`src/zovsc_pkg.sv`:
```
// ----------------------------------------------------------------------------
// zovsc_pkg
// Shared types, command codes and sizes of the zero-one vector set engine.
// ----------------------------------------------------------------------------
`default_nettype none
package zovsc_pkg;
  localparam int unsigned MaxWiresDef = 16;
  localparam int unsigned WordBits    = 64;
  localparam int unsigned WordIdxW    = 6;

  typedef enum logic [2:0] {
    CmdClear    = 3'd0,
    CmdInsert   = 3'd1,
    CmdComp     = 3'd2,
    CmdRevComp  = 3'd3,
    CmdPrune    = 3'd4,
    CmdPairChk  = 3'd5,
    CmdAllSort  = 3'd6,
    CmdCount    = 3'd7
  } cmd_e;

  // controller to datapath
  typedef struct packed {
    logic load;     // capture the item
    logic clr;      // zero the word at the walk position
    logic rd;       // issue a read of the current address pair
    logic wr;       // write back the processed pair
    logic step;     // advance the walk
  } ctrl_t;

  // datapath to controller
  typedef struct packed {
    logic bad;      // wire fields rejected
    logic single;   // command touches one word only
    logic last;     // final walk position
  } stat_t;
endpackage
`default_nettype wire

```
`src/zovsc_ctrl.sv`:
```
// ----------------------------------------------------------------------------
// zovsc_ctrl
// Sequencer: clearing pass, capture, read/write walk over the bitmap,
// result beat.
// ----------------------------------------------------------------------------
`default_nettype none
module zovsc_ctrl (
  input  wire logic             clk_i,
  input  wire logic             rst_ni,
  input  wire logic             in_valid_i,
  output logic                  in_ready_o,
  output logic                  out_valid_o,
  input  wire logic             out_ready_i,
  input  wire zovsc_pkg::stat_t stat_i,
  output zovsc_pkg::ctrl_t      ctrl_o
);
  localparam logic [2:0] SIdle = 3'd0;
  localparam logic [2:0] SChk  = 3'd1;
  localparam logic [2:0] SRd   = 3'd2;
  localparam logic [2:0] SWr   = 3'd3;
  localparam logic [2:0] SOut  = 3'd4;
  localparam logic [2:0] SInit = 3'd5;

  logic [2:0] state_q, state_d;
  logic       last_q, last_d;

  always_comb begin
    state_d = state_q;
    last_d  = last_q;
    ctrl_o  = '0;
    in_ready_o  = 1'b0;
    out_valid_o = 1'b0;
    unique case (state_q)
      SInit: begin
        ctrl_o.clr  = 1'b1;
        ctrl_o.step = 1'b1;
        if (stat_i.last) state_d = SIdle;
      end
      SIdle: begin
        in_ready_o  = 1'b1;
        ctrl_o.load = in_valid_i;
        if (in_valid_i) state_d = SChk;
      end
      SChk: begin
        last_d = stat_i.single;
        state_d = stat_i.bad ? SOut : SRd;
      end
      SRd: begin
        ctrl_o.rd = 1'b1;
        last_d = last_q | stat_i.last;
        ctrl_o.step = 1'b1;
        state_d = SWr;
      end
      SWr: begin
        ctrl_o.wr = 1'b1;
        state_d = last_q ? SOut : SRd;
      end
      SOut: begin
        out_valid_o = 1'b1;
        if (out_ready_i) state_d = SIdle;
      end
      default: state_d = SIdle;
    endcase
  end

  always_ff @(posedge clk_i or negedge rst_ni) begin
    if (!rst_ni) begin
      state_q <= SInit;
      last_q  <= 1'b0;
    end else begin
      state_q <= state_d;
      last_q  <= last_d;
    end
  end

  assert property (@(posedge clk_i) disable iff (!rst_ni)
    (state_q == SOut && !out_ready_i) |=> state_q == SOut)
    else $error("result beat dropped");
  assert property (@(posedge clk_i) disable iff (!rst_ni)
    ctrl_o.wr |-> $past(ctrl_o.rd))
    else $error("write without read");
  assert property (@(posedge clk_i) disable iff (!rst_ni)
    !(in_ready_o && out_valid_o))
    else $error("accept while result pending");
endmodule
`default_nettype wire

```
`config.mk`:
```
export PLATFORM = sky130hd
export DESIGN_NAME = zovsc_ctrl
export DESIGN_NICKNAME = d
export VERILOG_FILES = /design/src/zovsc_pkg.sv /design/src/zovsc_ctrl.sv
export SDC_FILE = /design/constraint.sdc
export NUM_CORES = 1
export LEC_CHECK = 0
export BUFFER_PORTS_ARGS = -buffer_cell sky130_fd_sc_hd__buf_2
export CORE_AREA = 2 2 39 41
export DETAILED_ROUTE_END_ITERATION = 8
export DIE_AREA = 0 0 41 43
export SYNTH_ARGS = -nofsm -noshare
export SYNTH_HDL_FRONTEND = slang
export SYNTH_SLANG_ARGS = --single-unit
```
`constraint.sdc`:
```
create_clock -name clk_i -period 2.19 [get_ports clk_i]
set_input_delay 0.219 -clock clk_i [delete_from_list [all_inputs] [get_ports clk_i]]
set_output_delay 0.219 -clock clk_i [all_outputs]
set_load 0.1 [all_outputs]
```
==> flow_metrics.env, run 1 <==
export IMPL_first_pass_iters=2
export IMPL_core_area_sq_um=1380
export IMPL_dieArea_sq_um=1760
export IMPL_nets=52
export IMPL_hold_viol=0
export IMPL_max_clock_freq_mhz=558
export IMPL_slew_viol_final=0
export IMPL_critPathMaxStageDelay_ns=0.56
export IMPL_synthCells=29
export IMPL_drc=0
export IMPL_path_clk_slew_ns=0.03
export IMPL_final_cells=59
export IMPL_root_buffer="clkbuf_4"
export IMPL_grt_max_degree=14
export IMPL_worst_pin_slew_ns=0.485
export IMPL_cts_tree="built"
export IMPL_die_w_microns=41
export IMPL_wire_per_inst_microns=10.2
export IMPL_io_pins=14
export IMPL_antenna_found_initial=0
export IMPL_cap_viol_max_count=0
export IMPL_r2r_start="state_q[0]"
export IMPL_gp_congestion=0.728
export IMPL_slowest_stage="dfrtp_1"
export IMPL_synth_largest_area_cell="dfstp_2"
export IMPL_period_share_pct=81.8
export IMPL_clk_latency_ns=0.23
export IMPL_grt_pass1_vias=231
export IMPL_postSynthAreaPerCell_sq_um=10.1
export IMPL_ys_ff_latch=4
export IMPL_synth_distinct_cells=21
export IMPL_synth_area_top_cells="dfstp_2, dfrtp_1, and4bb_2, o32ai_1, nor3b_1"
export IMPL_min_from="stat_i[0]"
export IMPL_grt_pass1_wl_microns=903
export IMPL_critPathMaxFanout=13
export IMPL_timing_hold_ws_ns=0.169
export IMPL_track_usage_pct=7.96
export IMPL_ys_seq_area_share_pct=35.2
export IMPL_start_kind="register"
export IMPL_cts_max_level=1
export IMPL_rows=14
export IMPL_drive_gt1_share_pct=58.1
export IMPL_hold_path_class="in2reg"
export IMPL_initial_core_util_pct=21.1
export IMPL_clock_skew_ns=0.00283
export IMPL_finalSetupViolCount=0
export IMPL_clockBufferDepth=2
export IMPL_hold_path_depth=2
export IMPL_fin_tns_setup_ns=0
export IMPL_syn_to_final_growth_pct=38.2
export IMPL_synth_warnings=0
export IMPL_io_buffers=13
export IMPL_synth_edff_count=0
export IMPL_diodes=0
export IMPL_ant_nets=0
export IMPL_wl_microns=603
export IMPL_arrival_ns=1.57
export IMPL_critical_path_class="reg2out"
export IMPL_synth_top_area_share_pct=18.0
export IMPL_hold_path_endpoint="state_q[0]"
export IMPL_fp_dieH_microns=43
export IMPL_syn_nets=36
export IMPL_viasPerCell=4.49
export IMPL_max_slew_margin_pct=67.9
export IMPL_final_util_pct=29.1
export IMPL_status="complete, no violations"
export IMPL_period_needed_ns=1.79
export IMPL_grt_setup_unrepaired="no"
export IMPL_endpoint_kind="primary output"
export IMPL_synthArstFlopShare_pct=100
export IMPL_synth_ff_type="dfstp_2"
export IMPL_dr_first_iter_drc_count=1
export IMPL_r2r_end="last_q"
export IMPL_post_cts_resized=0
export IMPL_reg2reg_depth=2
export IMPL_num_vias=265
export IMPL_post_place_cells=55
export IMPL_numCtsBuffers=3
export IMPL_gr_total_overflow=0
export IMPL_r2r_setup_slack_ns=0.75
export IMPL_worstPathRequired_ns=1.97
export IMPL_clock_sinks=4
export IMPL_syn_area_sq_um=292
export IMPL_crit_chain="nor3b_2 -> nand2b_1 -> buf_2"
area by class of cell:
| class | count | area, sq um |
|---|---|---|
| inverter | 2 | 7.51 |
| clock buffer | 3 | 22.5 |
| timing repair buffer | 14 | 75.1 |
| tap | 16 | 20.0 |
| sequential | 4 | 103 |
| multi-input combinational | 20 | 175 |
| fill | 156 | 981 |
cell usage in the layout, fill, tap and decap left out, drive strengths merged, types with 2 or more instances in the layout:
master  Yosys  final
and4bb      2      2
buf         3     13
clkbuf      0      3
dfrtp       2      2
dfstp       2      2
inv         2      2
nand2b      2      2
nor3        2      2
nor3b       2      2
o32ai       2      2
critical path: cells and delay by family, from the launching register on:
family	cells	cell delay, ns
simple gates	2	0.37
buf+inv	1	0.42
flops	1	0.56
metrics by stage:
stage	worst slack, ns	instance area, sq um
after floorplan	-0.708	307
after global placement	0.650	370
after detailed placement	0.629	370
after CTS	0.382	403
after global routing	0.325	403
final	0.399	403
cells by family (layout without fill, tap and decap cells):
kind of cell / count (synthesis) / in the layout / share of synthesized area, %
simple gates: 13 / 13 / 33.5
compound gates: 5 / 5 / 14.2
buf+inv: 5 / 19 / 9.87
flops: 4 / 4 / 35.2
mux: 2 / 2 / 7.30
flip-flops by register name, summed over array words and instances (netlist names):
| signal | cells |
|---|---|
| state_q | 3 |
| last_q | 1 |
worst max path at each step:
stage                from        end  slack, ns  depth (start not counted)
2_1_floorplan  state_q[1]  ctrl_o[0]      -0.71                          3
3_3_place_gp   state_q[1]  ctrl_o[0]       0.65                          3
3_5_place_dp   state_q[1]  ctrl_o[0]       0.63                          3
4_1_cts        state_q[1]  ctrl_o[0]       0.38                          3
5_1_grt        state_q[1]  ctrl_o[0]       0.32                          3
6_report       state_q[1]  ctrl_o[0]       0.40                          3
metal layers:
layer | up-vias | part of all wire (%) | GRT usage, %
li1 | 134 | - | -
met1 | 121 | 42 | 9.74
met2 | 8 | 47 | 10.3
met3 | 2 | 10 | 2.09
met4 | 0 | 0.83 | 8.00
met5 | - | 0 | 0
what timing repair did:
action	in CTS	in global routing
endpoints found under the hold margin	4	0
buffers inserted	0	0
hold buffers	1	0
Power of run 1 is not shown: default switching activity piles up to over one toggle a cycle in this logic, so the estimate is an artifact.
==> run 2, diff against run 1 <==
Clock period 2.19 ns to 1.6 ns, I/O delays scaled along.
==> run 2 against run 1 <==
  * Die area is the same
  * Flip-flop and latch count unchanged
  * Cell area rose by 42%
  * Routed wire length rose by 17%
  * First-iteration DRC count decreased by 100%
  * Critical path type unchanged
  * Core utilization grew 12 points
  * Clock-buffer cell count did not move
  * Global-route usage increased by 1.4 points
  * Setup slack got worse by 0.33 ns
  * Via count increased by 7.9%
  * Non-clock buffer count increased by 5
  * Register-to-register slack got worse by 0.48 ns
==> flow_metrics.env, run 2 (same netlist as run 1, synthesis figures left out) <==
export IMPL_status="complete, no violations"
export IMPL_grt_setup_unrepaired="no"
export IMPL_clockBufferDepth=2
export IMPL_reg_largest_list="state_q (3), last_q (1)"
export IMPL_grt_pass1_vias=253
export IMPL_viasPerCell=4.47
export IMPL_cts_max_level=1
export IMPL_wl_microns=704
export IMPL_setup_ws_ns=0.0715
export IMPL_largest_register_ffs=3
export IMPL_clk_latency_ns=0.23
export IMPL_hold_viol=0
export IMPL_arrival_ns=1.37
export IMPL_cap_viol_max_count=0
export IMPL_drc=0
export IMPL_final_cell_mix="buf_12, buf_2, buf_4, clkbuf_4"
export IMPL_critical_path_class="reg2out"
export IMPL_fp_dieH_microns=43
export IMPL_period_share_pct=95.5
export IMPL_track_usage_pct=9.38
export IMPL_start_kind="register"
export IMPL_endpoint_kind="primary output"
export IMPL_final_common_cell="buf_12"
export IMPL_dr_first_iter_drc_count=0
export IMPL_wire_per_inst_microns=11.0
export IMPL_syn_to_final_growth_pct=96.6
export IMPL_pre_cts_slack_ns=0.227
export IMPL_nets=57
export IMPL_grt_max_degree=11
export IMPL_grt_pass1_wl_microns=1100
export IMPL_first_pass_iters=1
export IMPL_core_area_sq_um=1380
export IMPL_clock_skew_ns=0.00637
export IMPL_max_clock_freq_mhz=654
export IMPL_worst_pin_slew_ns=0.272
export IMPL_die_w_microns=41
export IMPL_gp_congestion=0.688
export IMPL_num_vias=286
export IMPL_cts_tree="built"
export IMPL_ant_nets=0
export IMPL_r2r_setup_slack_ns=0.27
export IMPL_period_needed_ns=1.53
export IMPL_slew_viol_final=0
export IMPL_top_register="state_q"
export IMPL_root_buffer="clkbuf_4"
export IMPL_dp_hpwl_microns=541
export IMPL_dieArea_sq_um=1760
export IMPL_hold_path_class="in2reg"
export IMPL_rows=14
export IMPL_io_buffers=13
export IMPL_clock_sinks=4
export IMPL_finalSetupViolCount=0
export IMPL_final_util_pct=41.4
export IMPL_max_slew_margin_pct=81.8
export IMPL_drive_gt1_share_pct=70.8
export IMPL_io_pins=14
export IMPL_numCtsBuffers=3
export IMPL_worstPathRequired_ns=1.44
export IMPL_diodes=0
export IMPL_path_clk_slew_ns=0.04
export IMPL_antenna_found_initial=0
export IMPL_initial_core_util_pct=21.1
export IMPL_critPathMaxFanout=6
export IMPL_gr_total_overflow=0
## run 2: cell types whose count changed in the layout (fill, tap and decap cells not counted), moves of 2 or more
cell,previous run,this run
buf_2,13,6
buf_4,0,4
buf_12,0,7
nor3_2,2,0
nor3_4,0,2
## run 2: area by class of cell
cell class	count	area (sq um)
clock buffer	3	22.5
fill	132	811
timing repair buffer	19	215
sequential	4	103
multi-input combinational	20	205
tap	16	20.0
inverter	2	7.51
## run 2: worst max-delay path, stage by stage (launching register included)
cell and delay [ns]:
dfstp_2 0.39, buf_4 0.17, nor3_4 0.23, and2_4 0.18
buf_12 0.16
## run 2: repair_timing
action | in CTS | in global routing
setup buffers | 2 | 1
hold buffers | 1 | 0
setup endpoints to repair | 1 | 4
pin swaps | 0 | 1
hold endpoints to repair | 4 | 0
gates resized for setup | 0 | 1
## run 2: final timing paths
check | start | endpoint | depth (start not counted)
max | state_q[0] | ctrl_o[4] | 4
min | stat_i[0] | state_q[0] | 2
max reg2reg | state_q[0] | last_q | 2
min reg2reg | last_q | last_q | 1
max in group asynchronous | rst_ni | state_q[2] | 2
min in group asynchronous | rst_ni | last_q | 2
## run 2: through the flow
stage | TNS [ns] | cell area [sq um] | instances | hold WS [ns]
2_1_floorplan | -0.895 | 349 | 29 | -0.136
4_1_cts | 0 | 568 | 63 | 0.100
5_1_grt | 0 | 573 | 64 | 0.107
3_3_place_gp | 0 | 520 | 57 | -0.0347
3_5_place_dp | 0 | 520 | 57 | -0.0323
6_report | 0 | 573 | 64 | 0.108
## run 2: routing by layer
layer | vias up | wire (microns) | GRT usage, %
li1 | 146 | - | -
met1 | 133 | 317 | 12.7
met2 | 7 | 349 | 12.2
met3 | 0 | 38 | 4.71
met4 | 0 | 0 | 4.00
met5 | - | 0 | 0
Power of run 2 is left out for the same reason.
